--- src/rtl/dspt_pkg.sv ---
// Package for the disk sector position tracker.
// Holds request codes, geometry constants and the controller/datapath link types.
// No dependencies.
package dspt_pkg;

  localparam logic [1:0] REQ_LOAD  = 2'd0;
  localparam logic [1:0] REQ_SEEK  = 2'd1;
  localparam logic [1:0] REQ_ADV   = 2'd2;
  localparam logic [1:0] REQ_RECAL = 2'd3;

  localparam logic [1:0] CFG_CYLINDERS = 2'd0;
  localparam logic [1:0] CFG_HEADS     = 2'd1;
  localparam logic [1:0] CFG_SPT       = 2'd2;
  localparam logic [1:0] CFG_TOTAL     = 2'd3;

  localparam logic [47:0] LBA28_LIMIT = 48'h0000_0FFF_FFFF;
  localparam logic [4:0]  HEAD_LIMIT  = 5'd16;

  localparam int unsigned MUL_A_W = 21;
  localparam int unsigned MUL_B_W = 8;
  localparam int unsigned PROD_W  = MUL_A_W + MUL_B_W;

  typedef struct packed {
    logic latch;       // capture the input beat
    logic mul_first;   // cylinder * heads
    logic mul_second;  // (product + head) * sectors_per_track
    logic commit;      // update position and load the output register
  } dspt_cmd_t;

  typedef struct packed {
    logic out_free;    // output register can take a result this cycle
  } dspt_sts_t;

endpackage

--- src/rtl/disk_sector_position_tracker_core.sv ---
// Disk sector position tracker: keeps an ATA drive position in LBA and CHS form.
// Load, seek, advance and recalibrate requests are latched and then committed to the
// output register once free; a CHS seek first takes two steps of the one shared
// 21x8 multiplier that forms (cylinder*heads + head)*sectors_per_track. One request
// is in work at a time; a finished result waits in the output register while the
// next beat is taken. Depends on dspt_pkg, dspt_ctrl and dspt_dp.
module disk_sector_position_tracker_core
  import dspt_pkg::*;
#(
  parameter int unsigned LBA_BITS = 48
) (
  input  logic         clk_i,
  input  logic         rst_ni,
  input  logic         s_axis_tvalid_i,
  output logic         s_axis_tready_o,
  input  logic [79:0]  s_axis_tdata_i,   // cylinder_in, head_in, sector_in, lba_in
  input  logic [2:0]   s_axis_tuser_i,   // req_type, lba_mode
  output logic         m_axis_tvalid_o,
  input  logic         m_axis_tready_i,
  output logic [127:0] m_axis_tdata_o,   // linear_sector, cylinder_now, head_now,
                                         // sector_now, lba_now
  output logic         m_axis_tuser_o,   // fault
  input  logic         cfg_we_i,
  input  logic [1:0]   cfg_idx_i,
  input  logic [47:0]  cfg_wdata_i
);

  dspt_cmd_t cmd;
  dspt_sts_t sts;

  dspt_ctrl u_ctrl (
    .clk_i      (clk_i),
    .rst_ni     (rst_ni),
    .in_valid_i (s_axis_tvalid_i),
    .req_type_i (s_axis_tuser_i[1:0]),
    .lba_mode_i (s_axis_tuser_i[2]),
    .in_ready_o (s_axis_tready_o),
    .sts_i      (sts),
    .cmd_o      (cmd)
  );

  dspt_dp #(
    .LBA_BITS (LBA_BITS)
  ) u_dp (
    .clk_i       (clk_i),
    .rst_ni      (rst_ni),
    .cmd_i       (cmd),
    .sts_o       (sts),
    .in_data_i   (s_axis_tdata_i),
    .in_user_i   (s_axis_tuser_i),
    .out_ready_i (m_axis_tready_i),
    .out_valid_o (m_axis_tvalid_o),
    .out_data_o  (m_axis_tdata_o),
    .out_user_o  (m_axis_tuser_o),
    .cfg_we_i    (cfg_we_i),
    .cfg_idx_i   (cfg_idx_i),
    .cfg_wdata_i (cfg_wdata_i)
  );

endmodule

--- src/rtl/dspt_ctrl.sv ---
// Controller state machine of the disk sector position tracker.
// Sequences latch, the two multiply steps and the commit; uses dspt_pkg.
module dspt_ctrl
  import dspt_pkg::*;
(
  input  logic       clk_i,
  input  logic       rst_ni,
  input  logic       in_valid_i,
  input  logic [1:0] req_type_i,
  input  logic       lba_mode_i,
  output logic       in_ready_o,
  input  dspt_sts_t  sts_i,
  output dspt_cmd_t  cmd_o
);

  localparam logic [1:0] ST_IDLE = 2'd0;
  localparam logic [1:0] ST_MUL1 = 2'd1;
  localparam logic [1:0] ST_MUL2 = 2'd2;
  localparam logic [1:0] ST_DONE = 2'd3;

  logic [1:0] state_q, state_d;
  logic       accept;

  assign in_ready_o = (state_q == ST_IDLE);
  assign accept     = in_valid_i && in_ready_o;

  always_comb begin
    state_d        = state_q;
    cmd_o          = '0;
    cmd_o.latch    = accept;
    unique case (state_q)
      ST_IDLE: begin
        if (accept) begin
          if (req_type_i == REQ_SEEK && !lba_mode_i) begin
            state_d = ST_MUL1;
          end else begin
            state_d = ST_DONE;
          end
        end
      end
      ST_MUL1: begin
        cmd_o.mul_first = 1'b1;
        state_d         = ST_MUL2;
      end
      ST_MUL2: begin
        cmd_o.mul_second = 1'b1;
        state_d          = ST_DONE;
      end
      ST_DONE: begin
        if (sts_i.out_free) begin
          cmd_o.commit = 1'b1;
          state_d      = ST_IDLE;
        end
      end
      default: state_d = ST_IDLE;
    endcase
  end

  always_ff @(posedge clk_i or negedge rst_ni) begin
    if (!rst_ni) begin
      state_q <= ST_IDLE;
    end else begin
      state_q <= state_d;
    end
  end

endmodule

--- src/rtl/dspt_dp.sv ---
// Datapath of the disk sector position tracker: geometry registers, position,
// shared multiplier for the CHS product and the output register; uses dspt_pkg.
module dspt_dp
  import dspt_pkg::*;
#(
  parameter int unsigned LBA_BITS = 48
) (
  input  logic         clk_i,
  input  logic         rst_ni,
  input  dspt_cmd_t    cmd_i,
  output dspt_sts_t    sts_o,
  input  logic [79:0]  in_data_i,
  input  logic [2:0]   in_user_i,
  input  logic         out_ready_i,
  output logic         out_valid_o,
  output logic [127:0] out_data_o,
  output logic         out_user_o,
  input  logic         cfg_we_i,
  input  logic [1:0]   cfg_idx_i,
  input  logic [47:0]  cfg_wdata_i
);

  localparam logic [47:0] LbaMask =
    (LBA_BITS >= 48) ? {48{1'b1}} : ((48'd1 << LBA_BITS) - 48'd1);

  // configuration
  logic [15:0] cylinders_q;
  logic [4:0]  heads_q;
  logic [7:0]  spt_q;
  logic [47:0] total_q;

  // position
  logic [47:0] pos_lba_q, pos_lba_d;
  logic [15:0] pos_cyl_q, pos_cyl_d;
  logic [3:0]  pos_head_q, pos_head_d;
  logic [7:0]  pos_sec_q, pos_sec_d;

  // latched request
  logic [1:0]  req_q;
  logic        mode_q;
  logic [15:0] cyl_in_q;
  logic [3:0]  head_in_q;
  logic [7:0]  sec_in_q;
  logic [47:0] lba_in_q;

  // multiplier
  logic [MUL_A_W-1:0] mul_a;
  logic [MUL_B_W-1:0] mul_b;
  logic [PROD_W-1:0]  prod_q, prod_d;

  // output register
  logic         out_valid_q, out_valid_d;
  logic [127:0] out_data_q;
  logic         out_user_q;

  logic        fault;
  logic [47:0] linear;
  logic        chs_bad;
  logic [29:0] chs_sum;
  logic [4:0]  hmax;
  logic [4:0]  next_head;

  always_ff @(posedge clk_i or negedge rst_ni) begin
    if (!rst_ni) begin
      cylinders_q <= 16'd0;
      heads_q     <= 5'd16;
      spt_q       <= 8'd63;
      total_q     <= 48'd0;
    end else if (cfg_we_i) begin
      unique case (cfg_idx_i)
        CFG_CYLINDERS: cylinders_q <= cfg_wdata_i[15:0];
        CFG_HEADS:     heads_q     <= cfg_wdata_i[4:0];
        CFG_SPT:       spt_q       <= cfg_wdata_i[7:0];
        CFG_TOTAL:     total_q     <= cfg_wdata_i;
        default:       ;
      endcase
    end
  end

  always_ff @(posedge clk_i) begin
    if (cmd_i.latch) begin
      req_q     <= in_user_i[1:0];
      mode_q    <= in_user_i[2];
      cyl_in_q  <= in_data_i[15:0];
      head_in_q <= in_data_i[19:16];
      sec_in_q  <= in_data_i[27:20];
      lba_in_q  <= in_data_i[75:28];
    end
    prod_q <= prod_d;
  end

  always_comb begin
    if (cmd_i.mul_second) begin
      mul_a = prod_q[MUL_A_W-1:0] + {{(MUL_A_W-4){1'b0}}, pos_head_q};
      mul_b = spt_q;
    end else begin
      mul_a = {{(MUL_A_W-16){1'b0}}, pos_cyl_q};
      mul_b = {{(MUL_B_W-5){1'b0}}, heads_q};
    end
    prod_d = prod_q;
    if (cmd_i.mul_first || cmd_i.mul_second) begin
      prod_d = {{(PROD_W-MUL_A_W){1'b0}}, mul_a} * {{(PROD_W-MUL_B_W){1'b0}}, mul_b};
    end
  end

  assign chs_bad = (pos_cyl_q >= cylinders_q) || ({1'b0, pos_head_q} >= heads_q) ||
                   (pos_sec_q > spt_q) || (pos_sec_q == 8'd0);
  assign chs_sum = {1'b0, prod_q} + {22'd0, pos_sec_q} - 30'd1;
  assign hmax      = (heads_q > HEAD_LIMIT) ? HEAD_LIMIT : heads_q;
  assign next_head = {1'b0, pos_head_q} + 5'd1;

  always_comb begin
    pos_lba_d  = pos_lba_q;
    pos_cyl_d  = pos_cyl_q;
    pos_head_d = pos_head_q;
    pos_sec_d  = pos_sec_q;
    fault      = 1'b0;
    linear     = 48'd0;
    unique case (req_q)
      REQ_LOAD: begin
        pos_lba_d  = (total_q > LBA28_LIMIT) ? (lba_in_q & LbaMask)
                                             : (lba_in_q & LBA28_LIMIT);
        pos_cyl_d  = cyl_in_q;
        pos_head_d = head_in_q;
        pos_sec_d  = sec_in_q;
      end
      REQ_SEEK: begin
        if (mode_q) begin
          fault  = (pos_lba_q >= total_q);
          linear = fault ? 48'd0 : pos_lba_q;
        end else begin
          fault  = chs_bad;
          linear = fault ? 48'd0 : {18'd0, chs_sum};
        end
      end
      REQ_ADV: begin
        if (mode_q) begin
          pos_lba_d = (pos_lba_q + 48'd1) & LbaMask;
        end else if (pos_sec_q < spt_q) begin
          pos_sec_d = pos_sec_q + 8'd1;
        end else begin
          pos_sec_d = 8'd1;
          if (next_head < hmax) begin
            pos_head_d = next_head[3:0];
          end else begin
            pos_head_d = 4'd0;
            pos_cyl_d  = pos_cyl_q + 16'd1;
          end
        end
      end
      REQ_RECAL: begin
        pos_lba_d  = 48'd0;
        pos_cyl_d  = 16'd0;
        pos_head_d = 4'd0;
        pos_sec_d  = 8'd1;
      end
      default: ;
    endcase
  end

  always_ff @(posedge clk_i or negedge rst_ni) begin
    if (!rst_ni) begin
      pos_lba_q  <= 48'd0;
      pos_cyl_q  <= 16'd0;
      pos_head_q <= 4'd0;
      pos_sec_q  <= 8'd1;
    end else if (cmd_i.commit) begin
      pos_lba_q  <= pos_lba_d;
      pos_cyl_q  <= pos_cyl_d;
      pos_head_q <= pos_head_d;
      pos_sec_q  <= pos_sec_d;
    end
  end

  assign sts_o.out_free = !out_valid_q || out_ready_i;

  always_comb begin
    out_valid_d = out_valid_q;
    if (cmd_i.commit) begin
      out_valid_d = 1'b1;
    end else if (out_ready_i) begin
      out_valid_d = 1'b0;
    end
  end

  always_ff @(posedge clk_i or negedge rst_ni) begin
    if (!rst_ni) begin
      out_valid_q <= 1'b0;
    end else begin
      out_valid_q <= out_valid_d;
    end
  end

  always_ff @(posedge clk_i) begin
    if (cmd_i.commit) begin
      out_data_q <= {4'd0, pos_lba_d, pos_sec_d, pos_head_d, pos_cyl_d, linear};
      out_user_q <= fault;
    end
  end

  assign out_valid_o = out_valid_q;
  assign out_data_o  = out_data_q;
  assign out_user_o  = out_user_q;

endmodule

--- config.mk ---
export PLATFORM = sky130hd
export DESIGN_NAME = disk_sector_position_tracker_core
export DESIGN_NICKNAME = d
export VERILOG_FILES = /design/src/rtl/dspt_pkg.sv /design/src/rtl/disk_sector_position_tracker_core.sv /design/src/rtl/dspt_ctrl.sv /design/src/rtl/dspt_dp.sv
export SDC_FILE = /design/constraint.sdc
export NUM_CORES = 1
export LEC_CHECK = 0
export BUFFER_PORTS_ARGS = -buffer_cell sky130_fd_sc_hd__buf_4
export CORE_MARGIN = 2
export CORE_UTILIZATION = 45
export DETAILED_ROUTE_END_ITERATION = 10
export GPL_TIMING_DRIVEN = 0
export PLACE_DENSITY_LB_ADDON = 0.05
export SKIP_LAST_GASP = 1
export SYNTH_ARGS = -nofsm -noshare
export SYNTH_HDL_FRONTEND = slang
export SYNTH_SLANG_ARGS = --single-unit
--- constraint.sdc ---
create_clock -name clk_i -period 10.4 [get_ports clk_i]
set_input_delay 2.08 -clock clk_i [delete_from_list [all_inputs] [get_ports clk_i]]
set_output_delay 2.08 -clock clk_i [all_outputs]
set_load 0.005 [all_outputs]
# Word level (Yosys, flattened, before mapping)
# Index checks and enable logic that the tools add are counted.
word_totals:
  regBits: 389
  in_bits: 138
  output_inout_bits: 131
  elab_cells: 98
op_classes:
  n_addsub: 7
  n_mul: 1
  order_cmp: 8
  eq_ne: 12
  n_mux: 31
  reduce_logical: 19
op_table:
  columns: ["operator", "count"]
  rows:
  - ["two-way mux 48 bit", 4]
  - ["case mux 48 bit (3 select lines)", 1]
  - ["adder 48 x 1 -> 48 bit (second input constant)", 1]
  - ["greater-or-equal comparator 48 bit", 1]
  - ["greater-than comparator 48 x 28 -> 1 bit (second input constant)", 1]
  - ["two-way mux 16 bit", 3]
  - ["case mux 16 bit (3 select lines)", 1]
  - ["adder 29 x 8 -> 30 bit", 1]
  - ["two-way mux 30 bit", 1]
  - ["subtractor 30 x 1 -> 30 bit (second input constant)", 1]
  - ["multiplier 21 x 8 -> 29 bit", 1]
  - ["two-way mux 8 bit", 3]
  - ["case mux 8 bit (3 select lines)", 1]
  - ["adder 21 x 4 -> 21 bit", 1]
  - ["two-way mux 21 bit", 1]
  - ["adder 16 x 1 -> 16 bit (second input constant)", 1]
  - ["greater-or-equal comparator 16 bit", 1]
  - ["== test 2 bit (second input constant)", 6]
  - ["two-way mux 4 bit", 3]
  - ["case mux 4 bit (3 select lines)", 1]
  - ["AND reduction 2 bit", 5]
  - ["adder 8 x 1 -> 8 bit (second input constant)", 1]
  - ["== test 2 x 1 -> 1 bit (second input constant)", 4]
  - ["greater-than comparator 8 bit", 1]
  - ["16 further kinds", 33]

# Logic depth before layout (Yosys ltp)
# Gate-level depths: netlist of run 1.
logic_depth:
  word_depth: 7
  ltp_mapped: 30
  ltp_nobuf: 30

# Hierarchy
# Synthesis of run 1 repeated with hierarchy kept, for this count alone.
hier_totals:
  cells_unflattened: 2679
  hier_area_um2: 27053.4
modules_own_cells:
  columns: ["mod", "instances", "cells_per_inst", "area_each_um2"]
  rows:
  - ["dspt_dp", 1, 2660, 26850.8]
  - ["dspt_ctrl", 1, 19, 202.7]

# Worst setup path after synthesis of run 1
# Ideal clock, no wire load.
synth_timing:
  kind: "input to register"
  from: "input m_axis_tready_i"
  to: "register u_dp.pos_lba_q[43]"
  arrival_time_ps: 6811
  t_required_ps: 10307
  setup_slack_ps: 3496
  path_stages: 7
  path_buffers: 2
  path_cell_list: "nand2b_1 nand2_1 inv_1 clkbuf_1 clkbuf_1 a32oi_1 o21ai_1"
synth_via:
  elab_chain_cells: 3
synth_lines:
  columns: ["item", "line", "text"]
  rows:
  - ["start, declared", "disk_sector_position_tracker_core.sv:19", "input logic m_axis_tready_i,"]
  - ["logical OR 1 bit", "dspt_dp.sv:175", "assign sts_o.out_free = !out_valid_q || out_ready_i;"]
  - ["two-way mux 1 bit", "dspt_ctrl.sv:50", "if (sts_i.out_free) begin"]
  - ["two-way mux 1 bit", "dspt_ctrl.sv:31", "unique case (state_q)"]
  - ["end signal, assigned", "dspt_dp.sv:168", "pos_lba_q <= pos_lba_d;"]
  - ["end, declared", "dspt_dp.sv:33", "logic [47:0] pos_lba_q, pos_lba_d;"]
# No other way between the ends.
# A chain may end at the register's enable or synchronous reset.

# Worst setup path after layout of run 1
layout_timing:
  from: "register u_dp.pos_head_q[0]"
  to: "register u_dp.prod_q[26] (data pin)"
layout_via:
  elab_chain_cells: 3
layout_lines:
  columns: ["item", "line", "text"]
  rows:
  - ["start, declared", "dspt_dp.sv:35", "logic [3:0] pos_head_q, pos_head_d;"]
  - ["start signal, assigned", "dspt_dp.sv:170", "pos_head_q <= pos_head_d;"]
  - ["adder 21 x 4 -> 21 bit", "dspt_dp.sv:94", "mul_a = prod_q[MUL_A_W-1:0] + {{(MUL_A_W-4){1'b0}}, pos_head_q};"]
  - ["two-way mux 21 bit", "dspt_dp.sv:93", "if (cmd_i.mul_second) begin"]
  - ["multiplier 21 x 8 -> 29 bit", "dspt_dp.sv:102", "prod_d = {{(PROD_W-MUL_A_W){1'b0}}, mul_a} * {{(PROD_W-MUL_B_W){1'b0}}, mul_b};"]
  - ["end signal, assigned", "dspt_dp.sv:89", "prod_q <= prod_d;"]
  - ["end, declared", "dspt_dp.sv:49", "logic [PROD_W-1:0] prod_q, prod_d;"]
# No other way between the ends.

==> metrics, run 1 <==
CP bufs+invs 4; gr ovfl total 0; P&R area growth vs syn 17.1%; Yosys top cell area share 0.263; die width 247 µm; final hold vios 0; DRC Markers 0; arrival time at the worst endpoint 8.13 ns; Wirelength per Cell 25.4 µm; CTS max path bufs 3; site row count 89; Multi-input gate area 14100 µm²; htree depth 2; Via density ~5.8; initial drt markers about 2000; RSZ-0062 raised after global routing no; Mapped Area 26600 µm²; top-count cell post-synth inv_1; fin crit period approximately 7.8 ns; die area 61100 µm²; fill count 5407; port bufs 260; Final Cycle Share 0.749; final net count 3404; synth top area cells edfxtp_1, dfrtp_1, ha_1, fa_1, inv_1; Initial Utilization 0.453; Crit path required time 10.74 ns; Worst R2R Path Depth 28; max-cap viol count 0; FF+latch count, synth 389; cell depth of the worst setup path 28; CTS tree done; Total Routed Length around 96 mm; GR Util All Layers 0.313; hold path cells 1; core area 58700 µm²; slowest CP cell xnor2_1; share of layout cells above drive strength 1 0.170; # hold bufs at CTS 0; die height 247 µm; CP peak stage delay 0.60 ns; Finish-stage setup viols 0; Clock Latency Late Sink 0.60 ns; largest net degree at the start of global routing 90; slew margin rel. 0.255; diode count 0; Num CTS Buffers 46; initial antenna violation count 4; HP Class reg -> reg; io pins 269; total setup buffers inserted after CTS 0; cell taking the most area after synthesis edfxtp_1; critical path endpoint category flip-flop; flop2flop setup slack 2.61 ns; top cells by count, synth inv_1, edfxtp_1, nor2_1; Crit path max-delay family adder cells; detailed-route via count 21900; Placer Congestion 0.963; YS warnings 0; Cell variety after synth 99; Storage cell area 10900 µm²; crit path max fanout 8; Highest Clock Rate 0.128 GHz; vias in the first global route 21700; final non-filler cell total 3773; Post-synth EDFFs about 230; Worst Skew between 0.03 and 0.04 ns; sequential area share after synthesis 0.410; fin. max-slew vios 0; total clock sinks 389; HPWL after DPL 74.9 mm; Setup Crit Path Kind reg -> reg; first-pass GRT wire length ~140 mm; Synth async-reset ratio 0.401; post-CTS sizing 0; final setup TNS 0 ns; cells after synthesis 2647; Cells after DPL 3687; Top FF cell, synth edfxtp_1; root buf cell clkbuf_16; Worst setup SP type flip-flop; Avg Cell Area, Syn 10.1 µm²; Slew @ Worst Pin 1.12 ns; cell mode on critical path fa_1; clock-pin slew on the worst setup and hold paths 0.06 ns; status finished clean; ANT nets after route 0; Initial DRT Pass Iterations 5
==> area by class of cell <==
| cell class | instances | share of cell area |
|---|---|---|
| plain buffers | 133 | 0.0183 |
| clock buffers | 68 | 0.0425 |
| clock inverters | 18 | 0.00574 |
| inverters | 286 | 0.0345 |
| multi-input cells | 1842 | 0.452 |
| flip-flops and latches | 389 | 0.350 |
| well taps | 773 | 0.0310 |
| repair buffers | 264 | 0.0662 |
==> sequential cells by signal (all words and copies together), names as in the netlist <==
name	flops
u_dp.out_valid_o	1
u_dp.cylinders_q	16
u_dp.out_data_o	124
u_dp.prod_q	29
u_dp.sec_in_q	8
u_dp.pos_sec_q	8
u_dp.head_in_q	4
u_dp.heads_q	5
u_dp.lba_in_q	48
u_dp.req_q	2
u_dp.pos_lba_q	48
u_dp.total_q	48
u_ctrl.state_q	2
u_dp.out_user_o	1
u_dp.cyl_in_q	16
u_dp.mode_q	1
u_dp.spt_q	8
u_dp.pos_head_q	4
u_dp.pos_cyl_q	16
==> worst reg2reg max path: cells and delay by family, from the launching register on <==
kind | cells | cell delay, ns
adder cells (fa/ha/maj) | 7 | 3.15
AO/OA/AOI/OAI | 9 | 1.69
AND/OR/NAND/NOR | 6 | 1.23
XOR/XNOR | 2 | 0.68
flip-flops | 1 | 0.58
buffers and inverters | 4 | 0.22
==> layout by cell type, fill, tap and decap left out, drive strengths merged, types with 68 or more instances in the layout <==
cell type  Yosys  final
a21oi        123    123
edfxtp       233    233
nand3         68     68
buf           35    299
ha           188    188
o21ai        193    193
mux2          84     84
fa           116    116
nor2         236    236
inv          285    288
xnor2         75     75
dfrtp        148    148
nand2        206    206
clkbuf        98    166
==> path summary, 6_finish.rpt <==
kind	start	endpoint
max	u_dp.pos_head_q[0]$_DFFE_PN0P_	u_dp.prod_q[26]$_DFFE_PP_
min	u_dp.total_q[18]$_DFFE_PN0P_	u_dp.total_q[18]$_DFFE_PN0P_
max reg2reg	u_dp.pos_head_q[0]$_DFFE_PN0P_	u_dp.prod_q[26]$_DFFE_PP_
min reg2reg	u_dp.total_q[18]$_DFFE_PN0P_	u_dp.total_q[18]$_DFFE_PN0P_
max in group asynchronous	rst_ni	u_dp.heads_q[4]$_DFFE_PN1P_
min in group asynchronous	rst_ni	u_dp.total_q[22]$_DFFE_PN0P_
==> kinds of logic after synthesis <==
kind of cell    synth area share
buf+inv                   0.0616
compound gates             0.140
fa+ha+maj                  0.176
simple gates               0.133
other cells             0.000141
flops                      0.410
xor+xnor                  0.0388
mux                       0.0401
==> routing by layer <==
layer,up-vias,track usage,wire length (µm)
met5,-,0,29
met4,4,0.157,5220
met3,234,0.0418,7040
met2,1009,0.505,44500
met1,10700,0.413,39000
li1,9866,-,-
==> through the flow <==
stage	hold WS, ns	worst slack [ns]	util	cell area, µm²
2_1_floorplan	0.479	3.50	-	26600
3_3_place_gp	0.492	0.473	0.503	29500
3_5_place_dp	0.497	2.67	0.505	29700
4_1_cts	0.510	2.65	0.531	31200
5_1_grt	0.526	2.22	0.531	31200
6_report	0.504	2.61	0.531	31200
Power of run 1 is left out: the tool's default activity adds up to more than one toggle a clock period on the data nets, which glitch-free logic cannot reach.
==> run 2, diff against run 1 <==
Settings changed: ABC_AREA set to 1.
Clock period 10.4 ns to 6.7 ns, I/O delays scaled along.
==> run 2 against run 1 <==
Effect of this change:
- design area is 2.0% higher
- critical path type unchanged
- clock skew is 0.011 ns lower
- flip-flop and latch count stayed put
- worst hold slack worse by 0.012 ns
- register-to-register slack worse by 2.4 ns
- non-clock buffer count is 40 lower
- setup slack worse by 2.4 ns
- utilization is 0.64 points higher
- highest routed layer unchanged
- area after synthesis is 1.5% higher
- synthesized cell count is 21% higher
- first-iteration DRC count is 3.1% lower
- maximum frequency is 19% higher
==> metrics, run 2 <==
status finished clean; fin crit period 6.54 ns; Placer Congestion 0.955; slew margin rel. 0.270; core area between 50000 and 60000 µm²; Synth async-reset ratio 0.401; Post-synth EDFFs 233; synth top area cells edfxtp_1, dfrtp_1, nand2_1, ha_1, fa_1; die area 62000 µm²; flop2flop setup slack approximately 0.16 ns; cells after synthesis 3192; critical path endpoint category flip-flop; cell taking the most area after synthesis edfxtp_1; max reg flops 124; crit path max fanout 10; GR Util All Layers 0.315; Post-DP Area 30000 µm²; Highest Clock Rate 0.153 GHz; min-delay src u_dp.total_q[13]$_DFFE_PN0P_; final net count 3951; fin. max-slew vios 0; final non-filler cell area 31800 µm²; Worst setup SP type flip-flop; Final Cycle Share 0.976; diode count 0; Mapped Area ~27000 µm²; Top FF cell, synth edfxtp_1; share of layout cells above drive strength 1 0.140; launch point of the worst reg-to-reg path u_ctrl.state_q[0]$_DFFE_PN0P_; final worst slack 0.162 ns; first-pass GRT wire length 147 mm; Total Routed Length 98.4 mm; top-count cell post-synth nand2_1; top cells by count, synth nand2_1, inv_1, nor2_1; Yosys top cell area share 0.259; HPWL after DPL 79.8 mm; vias in the first global route 23900; hold path cells 2; die width 249 µm; final setup TNS 0 ns; final hold vios 0; RSZ-0062 raised after global routing yes; initial antenna violation count 2; Max rail drop VDD 0.717 mV; fill count ~5600; Setup Crit Path Kind reg -> reg; HP Class reg -> reg; Worst Skew 0.0234 ns; gr ovfl total 0; root buf cell clkbuf_16; Crit path required time 7.03 ns; Avg Cell Area, Syn 8.46 µm²; ANT nets after route 0; initial drt markers a little under 2000; Initial Utilization 0.457; DRC Markers 0; arrival time at the worst endpoint 6.87 ns; slowest CP cell fa_1; P&R area growth vs syn 17.6%; site row count 89; worst-path cell chain inv_1 > ha_1 > inv_1 > clkbuf_2 > nand2_1 > nand2_1 > clkbuf_1 > nor2_1 > fa_1 > inv_1 > fa_1 > fa_1 > inv_1 > fa_1 > ha_1 > a21oi_1 > o21ai_1 > a21oi_2 > buf_4 > o21bai_2 > nand4_1 > nand2_1 > xor2_1; clock-pin slew on the worst setup and hold paths 0.06 ns; # hold bufs at CTS 0; Cell variety after synth between 60 and 70; Pwr per Cell Area 508 nW/µm²; Endpoint, Worst Hold u_dp.total_q[13]$_DFFE_PN0P_; die height 249 µm; FF+latch count, synth 389; Worst R2R End u_dp.prod_q[28]$_DFFE_PP_; max-cap viol count 0; most frequent cells in the layout nand2_1, inv_1, nor2_1; detailed-route via count 23800; Initial DRT Pass Iterations 6; largest net degree at the start of global routing 95; Slew @ Worst Pin 1.10 ns; CTS tree done; YS warnings 0; sequential area share after synthesis 0.404; Wirelength per Cell 22.8 µm; Num CTS Buffers 45; Via density 5.51; io pins 269; pre-CTS WS -0.320 ns; CP peak stage delay 0.56 ns; htree depth 2; leak pwr 14.8 nW; Worst R2R Path Depth 23; port bufs 260; Finish-stage setup viols 0; commonest non-fill, non-tap cell in the layout nand2_1; total clock sinks approximately 390; Clock Latency Late Sink 0.59 ns; CTS max path bufs 3
==> run 2: cell types whose count changed in the layout (fill, tap and decap cells not counted), sizes merged, moves of 25 or more <==
| cell | delta |
|---|---|
| mux2 | -84 |
| a22oi | -28 |
| a21o | -48 |
| nand2 | +521 |
| nand4 | +54 |
| a21oi | +25 |
| nor2 | +116 |
| xnor2 | -64 |
| inv | +187 |
| nand3 | +129 |
| clkbuf | -54 |
| and3 | -60 |
==> run 2: logic make-up (layout without fill, tap and decap cells) <==
family                   Yosys count  count (layout)  share of synthesized area
XOR/XNOR                          69              69                     0.0224
flip-flops                       389             389                      0.404
adder cells (fa/ha/maj)          304             304                      0.173
AND/OR/NAND/NOR                 1433            1433                      0.230
AO/OA/AOI/OAI                    431             431                     0.0892
buffers and inverters            565             915                     0.0812
other                              1               4                   0.000139
==> run 2: metal layers <==
metal	GRT usage	share of wire	routed length (µm)
met1	0.426	0.43	42300
met2	0.512	0.47	45900
met3	0.0451	0.063	6150
met4	0.122	0.041	4040
met5	0	0.000081	8
==> run 2: layout make-up <==
class,instances,area (µm²),share of cell area
inverters,475,1790,0.0562
well taps,773,967,0.0304
flip-flops and latches,389,10900,0.343
multi-input cells,2241,14000,0.442
plain buffers,90,420,0.0132
clock inverters,24,295,0.00929
repair buffers,267,2070,0.0652
clock buffers,59,1290,0.0406
==> run 2: worst max-delay path, delay by kind of cell (launching register included) <==
kind	cells	cell delay [ns]
AO/OA/AOI/OAI	4	0.75
AND/OR/NAND/NOR	5	0.89
flip-flops	1	0.35
XOR/XNOR	1	0.09
adder cells (fa/ha/maj)	6	2.73
buffers and inverters	7	1.49
==> run 2: power breakdown <==
part	leakage [nW]	internal (mW)	switching, mW	total (mW)
Sequential	4.14	3.57	0.668	4.23
Combinational	9.91	3.09	6.17	9.26
Clock	0.775	1.59	1.07	2.65
Total	14.8	8.25	7.90	16.1
==> run 2: metrics by stage <==
step	instances	total power, mW	hold WS (ns)	utilization
after floorplan	3195	9.91	0.453	-
after global placement	4228	13.1	0.470	0.506
after detailed placement	4231	13.2	0.477	0.508
after CTS	4314	16.0	0.495	0.535
after global routing	4318	17.4	0.517	0.537
final	4318	16.1	0.493	0.537
==> run 2: worst max path at each step <==
stage / start / to / cells past startpoint
after floorplan: u_dp.pos_head_q[0]$_DFFE_PN0P_ / u_dp.prod_q[20]$_DFFE_PP_ / 26
after global placement: u_ctrl.state_q[0]$_DFFE_PN0P_ / u_dp.prod_q[20]$_DFFE_PP_ / 20
after detailed placement: u_ctrl.state_q[0]$_DFFE_PN0P_ / u_dp.prod_q[20]$_DFFE_PP_ / 20
after CTS: u_dp.pos_head_q[0]$_DFFE_PN0P_ / u_dp.prod_q[20]$_DFFE_PP_ / 26
after global routing: u_ctrl.state_q[0]$_DFFE_PN0P_ / u_dp.prod_q[20]$_DFFE_PP_ / 22
final: u_ctrl.state_q[0]$_DFFE_PN0P_ / u_dp.prod_q[28]$_DFFE_PP_ / 23
==> run 2: what timing repair did <==
action                                  in CTS  in global routing
resized for setup                           11                 30
buffers inserted                             0                  4
endpoints found under the setup margin      12                 13
pin swaps                                    0                  5
(Power assumes the default switching activity.)
